$ cat src/hdl/pmwq_pkg.sv
// ----------------------------------------------------------------------------
// pmwq_pkg - shared types and codes of the priority mutex wait queue
// Request kinds, result status codes and the control bundle to the cells.
// ----------------------------------------------------------------------------
package pmwq_pkg;

  localparam logic KIND_LOCK   = 1'b0;
  localparam logic KIND_UNLOCK = 1'b1;

  localparam int STATUS_BITS = 3;
  typedef logic [STATUS_BITS-1:0] status_t;

  localparam status_t ST_GRANTED    = 3'd0;
  localparam status_t ST_QUEUED     = 3'd1;
  localparam status_t ST_FREED      = 3'd2;
  localparam status_t ST_HANDED     = 3'd3;
  localparam status_t ST_UNBALANCED = 3'd4;
  localparam status_t ST_FULL       = 3'd5;

  typedef struct packed {
    logic insert;
    logic clear;
  } cell_ctrl_t;

endpackage

$ cat src/hdl/pmwq_cell.sv
// ----------------------------------------------------------------------------
// pmwq_cell - one waiter slot of the wait chain
// Holds one waiter, kept newest-first along the chain. Takes its neighbor's
// waiter on an insert while every cell before it is in use, and passes the
// best waiter seen so far on to the next cell through a register.
// ----------------------------------------------------------------------------
module pmwq_cell #(
  parameter int CELL_IDX  = 0,
  parameter int ID_BITS   = 8,
  parameter int PRIO_BITS = 8,
  parameter int IDX_BITS  = 4
) (
  input  logic                     clk,
  input  logic                     rst_n,
  input  pmwq_pkg::cell_ctrl_t     ctrl,
  input  logic [IDX_BITS-1:0]      clear_idx,
  input  logic                     prefix_in,
  output logic                     prefix_out,
  input  logic                     nbr_valid,
  input  logic [ID_BITS-1:0]       nbr_id,
  input  logic [PRIO_BITS-1:0]     nbr_prio,
  output logic                     valid,
  output logic [ID_BITS-1:0]       id,
  output logic [PRIO_BITS-1:0]     prio,
  input  logic                     cand_in_valid,
  input  logic [ID_BITS-1:0]       cand_in_id,
  input  logic [PRIO_BITS-1:0]     cand_in_prio,
  input  logic [IDX_BITS-1:0]      cand_in_idx,
  output logic                     cand_out_valid,
  output logic [ID_BITS-1:0]       cand_out_id,
  output logic [PRIO_BITS-1:0]     cand_out_prio,
  output logic [IDX_BITS-1:0]      cand_out_idx
);
  import pmwq_pkg::*;

  localparam logic [IDX_BITS-1:0] MY_IDX = IDX_BITS'(CELL_IDX);

  logic                 valid_r, valid_nxt;
  logic [ID_BITS-1:0]   id_r, id_nxt;
  logic [PRIO_BITS-1:0] prio_r, prio_nxt;
  logic                 cand_valid_r, cand_valid_nxt;
  logic [ID_BITS-1:0]   cand_id_r, cand_id_nxt;
  logic [PRIO_BITS-1:0] cand_prio_r, cand_prio_nxt;
  logic [IDX_BITS-1:0]  cand_idx_r, cand_idx_nxt;
  logic                 take_self;

  assign prefix_out = prefix_in & valid_r;

  always_comb begin
    valid_nxt = valid_r;
    id_nxt    = id_r;
    prio_nxt  = prio_r;
    if (ctrl.insert && prefix_in) begin
      valid_nxt = nbr_valid;
      id_nxt    = nbr_id;
      prio_nxt  = nbr_prio;
    end else if (ctrl.clear && (clear_idx == MY_IDX)) begin
      valid_nxt = 1'b0;
    end
  end

  // newer waiters sit earlier, so only a strictly higher priority replaces
  assign take_self = valid_r && (!cand_in_valid || (prio_r > cand_in_prio));

  always_comb begin
    if (take_self) begin
      cand_valid_nxt = 1'b1;
      cand_id_nxt    = id_r;
      cand_prio_nxt  = prio_r;
      cand_idx_nxt   = MY_IDX;
    end else begin
      cand_valid_nxt = cand_in_valid;
      cand_id_nxt    = cand_in_id;
      cand_prio_nxt  = cand_in_prio;
      cand_idx_nxt   = cand_in_idx;
    end
  end

  always_ff @(posedge clk) begin
    if (!rst_n) begin
      valid_r      <= 1'b0;
      cand_valid_r <= 1'b0;
    end else begin
      valid_r      <= valid_nxt;
      cand_valid_r <= cand_valid_nxt;
    end
  end

  always_ff @(posedge clk) begin
    id_r        <= id_nxt;
    prio_r      <= prio_nxt;
    cand_id_r   <= cand_id_nxt;
    cand_prio_r <= cand_prio_nxt;
    cand_idx_r  <= cand_idx_nxt;
  end

  assign valid          = valid_r;
  assign id             = id_r;
  assign prio           = prio_r;
  assign cand_out_valid = cand_valid_r;
  assign cand_out_id    = cand_id_r;
  assign cand_out_prio  = cand_prio_r;
  assign cand_out_idx   = cand_idx_r;

endmodule

$ cat src/hdl/priority_mutex_wait_queue.sv
// ----------------------------------------------------------------------------
// priority_mutex_wait_queue - hardware mutex with a priority wait chain
// Grants, queues and hands over ownership; wakes the most urgent waiter.
// ----------------------------------------------------------------------------
// Usage:
//   The in_ channel carries lock and unlock requests (kind, thread id,
//   priority); the out_ channel returns one item per request: a status code
//   and, for a hand-over, the id of the woken thread.
//   A lock, a failing unlock or a freeing unlock returns its item in the cycle
//   after acceptance. An unlock that hands the mutex to a waiter first scans
//   the chain: the best candidate travels one cell per cycle along the chain
//   of waiter cells, and the result is registered when it reaches the end.
//   One request is worked on at a time; the next is accepted when the block is
//   idle and the result register is free or being taken, not while a result waits.
//   When the receiver stalls, the result holds in the output register and
//   in_ready drops until it is taken.
//   Reset empties the wait chain and frees the mutex; no clearing pass.
// ----------------------------------------------------------------------------
module priority_mutex_wait_queue #(
  parameter int MAX_WAITERS = 16,
  parameter int ID_BITS     = 8,
  parameter int PRIO_BITS   = 8
) (
  input  logic                     clk,
  input  logic                     rst_n,
  input  logic                     in_valid,
  output logic                     in_ready,
  input  logic                     in_kind,
  input  logic [ID_BITS-1:0]       in_thread_id,
  input  logic [PRIO_BITS-1:0]     in_thread_priority,
  output logic                     out_valid,
  input  logic                     out_ready,
  output pmwq_pkg::status_t        out_status,
  output logic [ID_BITS-1:0]       out_woken_thread
);
  import pmwq_pkg::*;

  localparam int IDX_BITS  = (MAX_WAITERS > 1) ? $clog2(MAX_WAITERS) : 1;
  localparam int HOLD_BITS = $clog2(MAX_WAITERS + 2);
  localparam int CNT_BITS  = $clog2(MAX_WAITERS + 1);
  localparam logic [CNT_BITS-1:0]  SCAN_LEN = CNT_BITS'(MAX_WAITERS);
  localparam logic [HOLD_BITS-1:0] HOLD_ONE = HOLD_BITS'(1);

  localparam logic S_IDLE = 1'b0;
  localparam logic S_SCAN = 1'b1;

  logic                 state_r, state_nxt;
  logic [HOLD_BITS-1:0] hold_r, hold_nxt;
  logic [CNT_BITS-1:0]  cnt_r, cnt_nxt;
  logic                 out_valid_r, out_valid_nxt;
  status_t              status_r, status_nxt;
  logic [ID_BITS-1:0]   woken_r, woken_nxt;

  logic accept, out_free, full, scan_done;
  cell_ctrl_t ctrl;

  logic [MAX_WAITERS:0]   prefix;
  logic [MAX_WAITERS:0]   ch_valid;
  logic [ID_BITS-1:0]     ch_id   [MAX_WAITERS+1];
  logic [PRIO_BITS-1:0]   ch_prio [MAX_WAITERS+1];
  logic [MAX_WAITERS:0]   cd_valid;
  logic [ID_BITS-1:0]     cd_id   [MAX_WAITERS+1];
  logic [PRIO_BITS-1:0]   cd_prio [MAX_WAITERS+1];
  logic [IDX_BITS-1:0]    cd_idx  [MAX_WAITERS+1];

  assign prefix[0]   = 1'b1;
  assign ch_valid[0] = 1'b1;
  assign ch_id[0]    = in_thread_id;
  assign ch_prio[0]  = in_thread_priority;
  assign cd_valid[0] = 1'b0;
  assign cd_id[0]    = '0;
  assign cd_prio[0]  = '0;
  assign cd_idx[0]   = '0;

  genvar g;
  generate
    for (g = 0; g < MAX_WAITERS; g++) begin : g_cell
      pmwq_cell #(
        .CELL_IDX  (g),
        .ID_BITS   (ID_BITS),
        .PRIO_BITS (PRIO_BITS),
        .IDX_BITS  (IDX_BITS)
      ) u_cell (
        .clk            (clk),
        .rst_n          (rst_n),
        .ctrl           (ctrl),
        .clear_idx      (cd_idx[MAX_WAITERS]),
        .prefix_in      (prefix[g]),
        .prefix_out     (prefix[g+1]),
        .nbr_valid      (ch_valid[g]),
        .nbr_id         (ch_id[g]),
        .nbr_prio       (ch_prio[g]),
        .valid          (ch_valid[g+1]),
        .id             (ch_id[g+1]),
        .prio           (ch_prio[g+1]),
        .cand_in_valid  (cd_valid[g]),
        .cand_in_id     (cd_id[g]),
        .cand_in_prio   (cd_prio[g]),
        .cand_in_idx    (cd_idx[g]),
        .cand_out_valid (cd_valid[g+1]),
        .cand_out_id    (cd_id[g+1]),
        .cand_out_prio  (cd_prio[g+1]),
        .cand_out_idx   (cd_idx[g+1])
      );
    end
  endgenerate

  assign full      = prefix[MAX_WAITERS];
  assign out_free  = !out_valid_r || out_ready;
  assign in_ready  = (state_r == S_IDLE) && out_free;
  assign accept    = in_valid && in_ready;
  assign scan_done = (state_r == S_SCAN) && (cnt_r == SCAN_LEN) && out_free;

  assign ctrl.insert = accept && (in_kind == KIND_LOCK) && (hold_r != '0) && !full;
  assign ctrl.clear  = scan_done && cd_valid[MAX_WAITERS];

  always_comb begin
    state_nxt     = state_r;
    hold_nxt      = hold_r;
    cnt_nxt       = cnt_r;
    out_valid_nxt = out_valid_r && !out_ready;
    status_nxt    = status_r;
    woken_nxt     = woken_r;
    case (state_r)
      S_IDLE: begin
        if (accept) begin
          woken_nxt = '0;
          if (in_kind == KIND_LOCK) begin
            out_valid_nxt = 1'b1;
            if (hold_r == '0) begin
              hold_nxt   = HOLD_ONE;
              status_nxt = ST_GRANTED;
            end else if (full) begin
              status_nxt = ST_FULL;
            end else begin
              hold_nxt   = hold_r + HOLD_ONE;
              status_nxt = ST_QUEUED;
            end
          end else begin
            if (hold_r == '0) begin
              out_valid_nxt = 1'b1;
              status_nxt    = ST_UNBALANCED;
            end else if (hold_r == HOLD_ONE) begin
              out_valid_nxt = 1'b1;
              hold_nxt      = '0;
              status_nxt    = ST_FREED;
            end else begin
              hold_nxt  = hold_r - HOLD_ONE;
              cnt_nxt   = '0;
              state_nxt = S_SCAN;
            end
          end
        end
      end
      S_SCAN: begin
        if (cnt_r != SCAN_LEN) begin
          cnt_nxt = cnt_r + CNT_BITS'(1);
        end
        if (scan_done) begin
          out_valid_nxt = 1'b1;
          state_nxt     = S_IDLE;
          if (cd_valid[MAX_WAITERS]) begin
            status_nxt = ST_HANDED;
            woken_nxt  = cd_id[MAX_WAITERS];
          end else begin
            status_nxt = ST_FREED;
            woken_nxt  = '0;
          end
        end
      end
      default: begin
        state_nxt = S_IDLE;
      end
    endcase
  end

  always_ff @(posedge clk) begin
    if (!rst_n) begin
      state_r     <= S_IDLE;
      hold_r      <= '0;
      cnt_r       <= '0;
      out_valid_r <= 1'b0;
    end else begin
      state_r     <= state_nxt;
      hold_r      <= hold_nxt;
      cnt_r       <= cnt_nxt;
      out_valid_r <= out_valid_nxt;
    end
  end

  always_ff @(posedge clk) begin
    status_r <= status_nxt;
    woken_r  <= woken_nxt;
  end

  assign out_valid        = out_valid_r;
  assign out_status       = status_r;
  assign out_woken_thread = woken_r;

  a_hold_bound: assert property (@(posedge clk) disable iff (!rst_n)
    int'(hold_r) <= MAX_WAITERS + 1)
    else $error("hold count beyond owner plus table size");

  a_insert_room: assert property (@(posedge clk) disable iff (!rst_n)
    ctrl.insert |-> !full)
    else $error("insert into a full wait chain");

  a_free_empty: assert property (@(posedge clk) disable iff (!rst_n)
    (state_r == S_IDLE && hold_r == '0) |-> ($countones(ch_valid[MAX_WAITERS:1]) == 0))
    else $error("waiters present while mutex is free");

  a_hold_tracks: assert property (@(posedge clk) disable iff (!rst_n)
    (state_r == S_IDLE && hold_r != '0) |->
      ($countones(ch_valid[MAX_WAITERS:1]) == int'(hold_r) - 1))
    else $error("hold count out of step with waiter count");

  a_scan_finds: assert property (@(posedge clk) disable iff (!rst_n)
    scan_done |-> cd_valid[MAX_WAITERS])
    else $error("hand-over scan found no waiter");

endmodule
$ cat config.mk
export PLATFORM = sky130hd
export DESIGN_NAME = priority_mutex_wait_queue
export DESIGN_NICKNAME = d
export VERILOG_FILES = /design/src/hdl/pmwq_pkg.sv /design/src/hdl/pmwq_cell.sv /design/src/hdl/priority_mutex_wait_queue.sv
export SDC_FILE = /design/constraint.sdc
export NUM_CORES = 1
export LEC_CHECK = 0
export BUFFER_PORTS_ARGS = -buffer_cell sky130_fd_sc_hd__buf_4
export CORE_MARGIN = 2
export CORE_UTILIZATION = 45
export CTS_BUF_LIST = sky130_fd_sc_hd__clkbuf_4 sky130_fd_sc_hd__clkbuf_8
export DETAILED_ROUTE_END_ITERATION = 8
export GPL_TIMING_DRIVEN = 0
export RECOVER_POWER = 50
export SYNTH_ARGS = -nofsm -noshare
export SYNTH_HDL_FRONTEND = slang
export SYNTH_SLANG_ARGS = --single-unit
export TNS_END_PERCENT = 30
$ cat constraint.sdc
create_clock -name clk -period 5.99 [get_ports clk]
set_input_delay 0.599 -clock clk [delete_from_list [all_inputs] [get_ports clk]]
set_output_delay 0.599 -clock clk [all_outputs]
set_load 0.01 [all_outputs]
==> impl_metrics.yaml, run 1 <==
floorplanning:
  num_rows: 83
  dieArea_sq_um: 53300
  die_x_um: 231
  core-area_sq_um: 51100
  chipHeight_um: 231
  top_level_ports: 34
  initial_core_util_pct: 45.4
clock_tree:
  cts_buffer_depth: 3
  cts_resized: 0
  post-cts-setup-buffer-count: 0
  clock_sinks: 608
  cts_tree: "yes"
  ctsHtreeMaxLevel: 3
  cts_buffers: 98
  clk_pin_slew_ns: 0.06
  cts_root_buffer: "clkbuf_8"
  worstSkewPairLatency_ns: 0.67
  hold_buffers: 0
power_and_ir_drop:
  p_total_mw: 8.76
  p_per_area_nw_per_um2: 333
  peakVddDrop_uv: 211
  cellLeakagePower_nw: 10.3
final_layout:
  multi_input_area_sq_um: 7350
  syn_to_final_growth_pct: 13.6
  filler_cell_count: 4387
  post-route-util_pct: 51.5
  seqCellArea_sq_um: 14800
  stdcell_count: 2603
  nets: 1983
  drive_gt1_share_pct: 22.5
  final_cell_area_sq_um: 26300
route:
  wire_per_inst_um: 16.1
  ant_nets: 0
  vias_per_cell: 4.94
  drt_iter0_markers: 645
  wl_um: 41800
  drt_pass1_iterations: 5
  drc: 0
  vias: 12800
synthesis:
  synth.distinct_cells: 65
  syn_area_sq_um: 23200
  synthFlopType: "dfxtp_1"
  syn_avg_cell_area_sq_um: 13.6
  synth_top_area_share_pct: 34.6
  synth_warnings: 0
  ys_seq_area_share_pct: 64.0
  synth_area_leaders: "edfxtp_1, dfxtp_1, mux2_2"
  yosysMostFrequentCell: "dfxtp_1"
  syn_nets: 1846
  yosys_register_bits: 608
  synth-async-reset-ratio_pct: 0
  synth_common_cells: "dfxtp_1, edfxtp_1, mux2_2"
  yosys.area.top_type: "edfxtp_1"
  synth_cells: 1700
  synth_edf_count: 267
run_status:
  outcome: "finished with violations"
  violations: "max-capacitance violations, max-slew violations"
worst_setup_path:
  end_kind: "register"
  start_kind: "register"
  crit_type: "reg -> reg"
  cp_max_fo: 16
  worstPathArrival_ns: 4.41
  required_ns: 6.27
timing:
  hold_ws_ns: 0.121
  drv_slew: 39
  post-route-period-util_pct: 69.0
  final-hold-violation-count: 0
  max-slew-margin-rel_pct: -41.6
  fmax_mhz: 242
  setup_viol: 0
  layout_setup_ws_ns: 1.86
  min_period_ns: 4.13
  tns_ns: 0
  skew_ns: 0.0305
  worst_slew_pin_slew_ns: 2.10
  grt_setup_unrepaired: "no"
flow_run:
  drv_cap: 4
placement:
  gp_congestion: 0.872
  hpwl_um: 30400
  dp_slack_ns: 2.20
  dpl.cell_count: 2417
  post_dp_cell_area_sq_um: 24400
  io_buffers: 32
min_path:
  holdCritPathClass: "in -> reg"
global_routing:
  antenna_found_initial: 1
  grt_pass1_vias: 13400
  grt_util_all_layers_pct: 16.1
  grt_overflow_total: 0
  grt_pass1_wl_um: 67400
  grt_max_degree: 21
==> report_power, final <==
part / switching, mW / internal (mW) / total [mW]
Sequential: 0.0588 / 4.45 / 4.51
Combinational: 0.223 / 0.193 / 0.417
Clock: 1.59 / 2.24 / 3.83
==> cell type report <==
type                    instances  share of cell area [%]
clock inverters                23                   0.836
inverters                     165                    2.35
clock buffers                 162                    7.56
well taps                     680                    3.23
diodes                          1                 0.00950
plain buffers                  51                   0.846
repair buffers                 37                   0.884
flip-flops and latches        608                    56.4
multi-input cells             876                    27.9
==> critical path, cell delays in order, from the launching register on <==
cell	delay, ns
dfxtp_1	0.53
inv_1	0.11
ha_1	0.29
or4b_1	0.26
nand2_1	0.22
a2111oi_0	1.58
nand2_1	0.21
inv_1	0.55
==> registers in the layout, indices dropped and copies added (netlist names) <==
name,count
cnt_r,5
g_cell.u_cell.cand_out_id,128
g_cell.u_cell.cand_out_idx,49
g_cell.u_cell.cand_out_prio,120
g_cell.u_cell.cand_out_valid,16
g_cell.u_cell.id,128
g_cell.u_cell.prio,128
g_cell.u_cell.valid,16
hold_r,5
out_status,3
out_valid,1
out_woken_thread,8
state_r,1
==> per-layer routing <==
metal | share of wire [%] | global-route usage (%) | wire length, um | up-vias
li1 | - | - | - | 6398
met1 | 38 | 16.6 | 16000 | 6051
met2 | 53 | 30.2 | 22200 | 283
met3 | 4.0 | 3.63 | 1670 | 116
met4 | 4.7 | 8.13 | 1980 | 0
met5 | 0 | 0 | 0 | -
==> path summary, 6_finish.rpt <==
path,slack [ns],end,from,cells past startpoint
worst max-delay path,1.86,g_cell[10].u_cell.prio[1]$_DFFE_PP_,hold_r[0]$_SDFFE_PN0P_,7
worst min-delay path,0.12,g_cell[0].u_cell.id[6]$_DFFE_PN_,in_thread_id[6],1
worst max register to register,1.86,g_cell[10].u_cell.prio[1]$_DFFE_PP_,hold_r[0]$_SDFFE_PN0P_,7
worst min register to register,0.40,g_cell[5].u_cell.cand_out_idx[0]$_SDFF_PP1_,g_cell[4].u_cell.cand_out_idx[0]$_SDFF_PP0_,1
==> cell families after synthesis <==
family                     after synthesis  synth area share, %
and+or+nand+nor                        311                 7.55
buffers and inverters                  216                 3.76
muxes                                  218                 10.9
DFF                                    608                 64.0
xor gates and xnor gates                 1               0.0378
adders and majority gates              125                 6.75
AOI/OAI and AO/OA                      221                 6.95
==> placed cells by master (no fill, tap or decap), types with 11 or more instances in the layout <==
cell / count
and2_0: 16
o41ai_1: 12
clkbuf_4: 54
o21a_1: 13
o31a_1: 13
o21ai_0: 31
clkbuf_1: 55
nand2_1: 57
o2111ai_1: 16
and3_1: 11
mux2_1: 16
a21oi_1: 64
mux2_2: 181
and2_1: 22
clkbuf_8: 124
mux2_4: 20
nand3_1: 41
inv_1: 164
nand4_1: 41
nor2b_1: 26
a31oi_1: 18
nand2b_1: 34
dfxtp_1: 341
ha_1: 125
nor2_1: 42
edfxtp_1: 267
a21o_1: 14
Note: power is estimated with default switching activity, not from simulation.
==> inputs of run 2 (changes only) <==
==> constraint.sdc (replaced) <==
create_clock -name clk -period 4.3 [get_ports clk]
set_input_delay 0.43 -clock clk [delete_from_list [all_inputs] [get_ports clk]]
set_output_delay 0.43 -clock clk [all_outputs]
set_load 0.01 [all_outputs]
==> run 2 against run 1 <==
Net effect:
- routed wire length grew 0.25%
- register-to-register slack lost 1.3 ns
- highest routed layer unchanged
- the run still ends with max-capacitance violations, max-slew violations left
- worst setup slack lost 1.3 ns
==> impl_metrics.yaml, run 2 (synthesized netlist as in run 1, its figures left out) <==
clock_tree:
  cts_buffer_depth: 3
  clk_pin_slew_ns: 0.06
  post-cts-setup-buffer-count: 0
  worstSkewPairLatency_ns: 0.67
  cts_resized: 0
  cts_buffers: 98
  clock_sinks: 608
  cts_root_buffer: "clkbuf_8"
  cts_tree: "yes"
  ctsHtreeMaxLevel: 3
power_and_ir_drop:
  p_int_mw: 9.61
  peakVddDrop_uv: 294
  p_comb_share_pct: 4.9
  p_per_area_nw_per_um2: 461
  sw_frac_of_total_pct: 21.4
  power_switching_mw: 2.61
  seq_power_share_pct: 51.4
  clkPwrFrac_pct: 43.7
  cellLeakagePower_nw: 10.4
timing:
  setup_viol: 0
  max-slew-margin-rel_pct: -41.4
  fmax_mhz: 265
  drv_slew: 32
  min_period_ns: 3.78
  tns_ns: 0
  final-hold-violation-count: 0
  grt_setup_unrepaired: "no"
  skew_ns: 0.0310
  worst_slew_pin_slew_ns: 2.09
  post-route-period-util_pct: 87.9
worst_setup_path:
  start_kind: "register"
  r2r_slack_ns: 0.52
  path_buf_inv: 1
  crit_slowest_cell: "o41ai_1"
  cp_slowest_stage_delay_ns: 1.50
  cp_top_family: "compound AO/OA/AOI/OAI gates"
  cp_max_fo: 10
  cp_cell_sequence: "ha_1 > a21o_1 > a21oi_1 > nor2b_1 > o41ai_1 > clkbuf_1 > mux2_4"
  r2r-start: "g_cell[6].u_cell.prio[5]$_DFFE_PP_"
  reg2reg_to: "g_cell[6].u_cell.cand_out_prio[2]$_DFF_P_"
  required_ns: 4.85
  reg2regPathDepth: 7
  crit_type: "reg -> reg"
  end_kind: "register"
  worstPathArrival_ns: 4.32
route:
  drt_pass1_iterations: 5
  wl_um: 41900
  drc: 0
  drt_iter0_markers: 607
  ant_nets: 0
  vias: 12900
  wire_per_inst_um: 16.0
  vias_per_cell: 4.94
floorplanning:
  top_level_ports: 34
  num_rows: 83
  core-area_sq_um: 51100
  die_x_um: 231
  chipHeight_um: 231
  dieArea_sq_um: 53300
  initial_core_util_pct: 45.4
final_layout:
  final_common_cell: "dfxtp_1"
  diodes: 0
  drive_gt1_share_pct: 22.4
  seqCellArea_sq_um: 14800
  final_cell_area_sq_um: 26500
  mostFrequentLayoutCells: "dfxtp_1, edfxtp_1, mux2_2, inv_1, ha_1"
  nets: 2000
  filler_cell_count: 4368
  syn_to_final_growth_pct: 14.5
  multi_input_area_sq_um: 7370
global_routing:
  grt_util_all_layers_pct: 16.1
  met1_usage_pct: 16.7
  grt_overflow_total: 0
  grt_pass1_wl_um: 67600
  grt_pass1_vias: 13400
  gr-usage-met2_pct: 30.3
  antenna_found_initial: 1
  grt_max_degree: 21
  grt-busiest-layer: "met2"
  gr-usage-met3_pct: 3.64
min_path:
  min_to: "out_status[2]$_SDFFCE_PP0P_"
  holdCritPathClass: "in -> reg"
  hold_depth: 3
  min_from: "in_kind"
run_status:
  violations: "max-capacitance violations, max-slew violations"
  outcome: "finished with violations"
flow_run:
  drv_cap: 3
placement:
  hpwl_um: 30400
  gp_congestion: 0.872
  post_dp_cell_area_sq_um: 24400
  io_buffers: 32
[run 2: cell count changes in the layout (fill, tap and decap cells not counted)]
cell	change
a2111oi_0	-1
a2111oi_4	+1
diode_2	-1
dlygate4sd3_1	+17
clkbuf_1	-1
buf_8	+1
[run 2: worst max-delay path by stage]
stage / start / endpoint / slack, ns / cells past startpoint
after floorplan: hold_r[0]$_SDFFE_PN0P_ / g_cell[15].u_cell.id[0]$_DFFE_PP_ / 0.41 / 7
after global placement: hold_r[0]$_SDFFE_PN0P_ / g_cell[15].u_cell.id[5]$_DFFE_PP_ / -1.52 / 7
after detailed placement: hold_r[0]$_SDFFE_PN0P_ / g_cell[8].u_cell.id[5]$_DFFE_PP_ / 0.59 / 7
after CTS: hold_r[0]$_SDFFE_PN0P_ / g_cell[8].u_cell.prio[2]$_DFFE_PP_ / 0.56 / 7
after global routing: hold_r[0]$_SDFFE_PN0P_ / g_cell[7].u_cell.id[4]$_DFFE_PP_ / 0.23 / 7
final: g_cell[6].u_cell.prio[5]$_DFFE_PP_ / g_cell[6].u_cell.cand_out_prio[2]$_DFF_P_ / 0.52 / 7
[run 2: layout make-up]
| class | count | share of cell area (%) |
|---|---|---|
| buffer | 51 | 0.839 |
| clock buffer | 162 | 7.51 |
| clock inverter | 23 | 0.830 |
| inverter | 165 | 2.33 |
| multi-input combinational | 876 | 27.8 |
| sequential | 608 | 55.9 |
| tap | 680 | 3.21 |
| timing repair buffer | 54 | 1.56 |
[run 2: timing repair]
| action | 4_1_cts | 5_1_grt |
|---|---|---|
| hold endpoints to repair | 17 | 0 |
| endpoints found under the setup margin | 0 | 0 |
| hold buffers | 17 | 0 |
[run 2: per-stage QoR]
stage / util, % / total power [mW] / hold WS [ns] / setup slack, ns / instances
final: 51.9 / 12.2 / 0.280 / 0.522 / 2619
after global placement: 47.5 / 7.00 / 0.390 / -1.52 / 2412
after detailed placement: 47.7 / 7.02 / 0.394 / 0.587 / 2417
after global routing: 51.9 / 12.7 / 0.239 / 0.234 / 2619
after CTS: 52.3 / 12.4 / 0.166 / 0.561 / 2619
after floorplan: - / 6.82 / 0.386 / 0.407 / 1700
[run 2: tightest hold or removal path, stage by stage]
cell	delay (ns)
buf_2	0.17
nand2_1	0.08
a21oi_1	0.07
[run 2: power groups by stage]
stage | Combinational (mW) | Clock [mW] | Sequential (mW)
after floorplan | 0.431 | 0 | 6.39
after global placement | 0.593 | 0 | 6.40
after detailed placement | 0.613 | 0 | 6.41
after CTS | 0.632 | 5.49 | 6.29
after global routing | 0.674 | 5.75 | 6.31
final | 0.597 | 5.34 | 6.29
[run 2: per-layer routing]
metal,vias to the layer above,wire length [um],part of all wire (%)
met5,-,0,0
met4,0,1820,4.3
met3,113,1690,4.0
met2,268,22400,53
met1,6121,16000,38
li1,6439,-,-
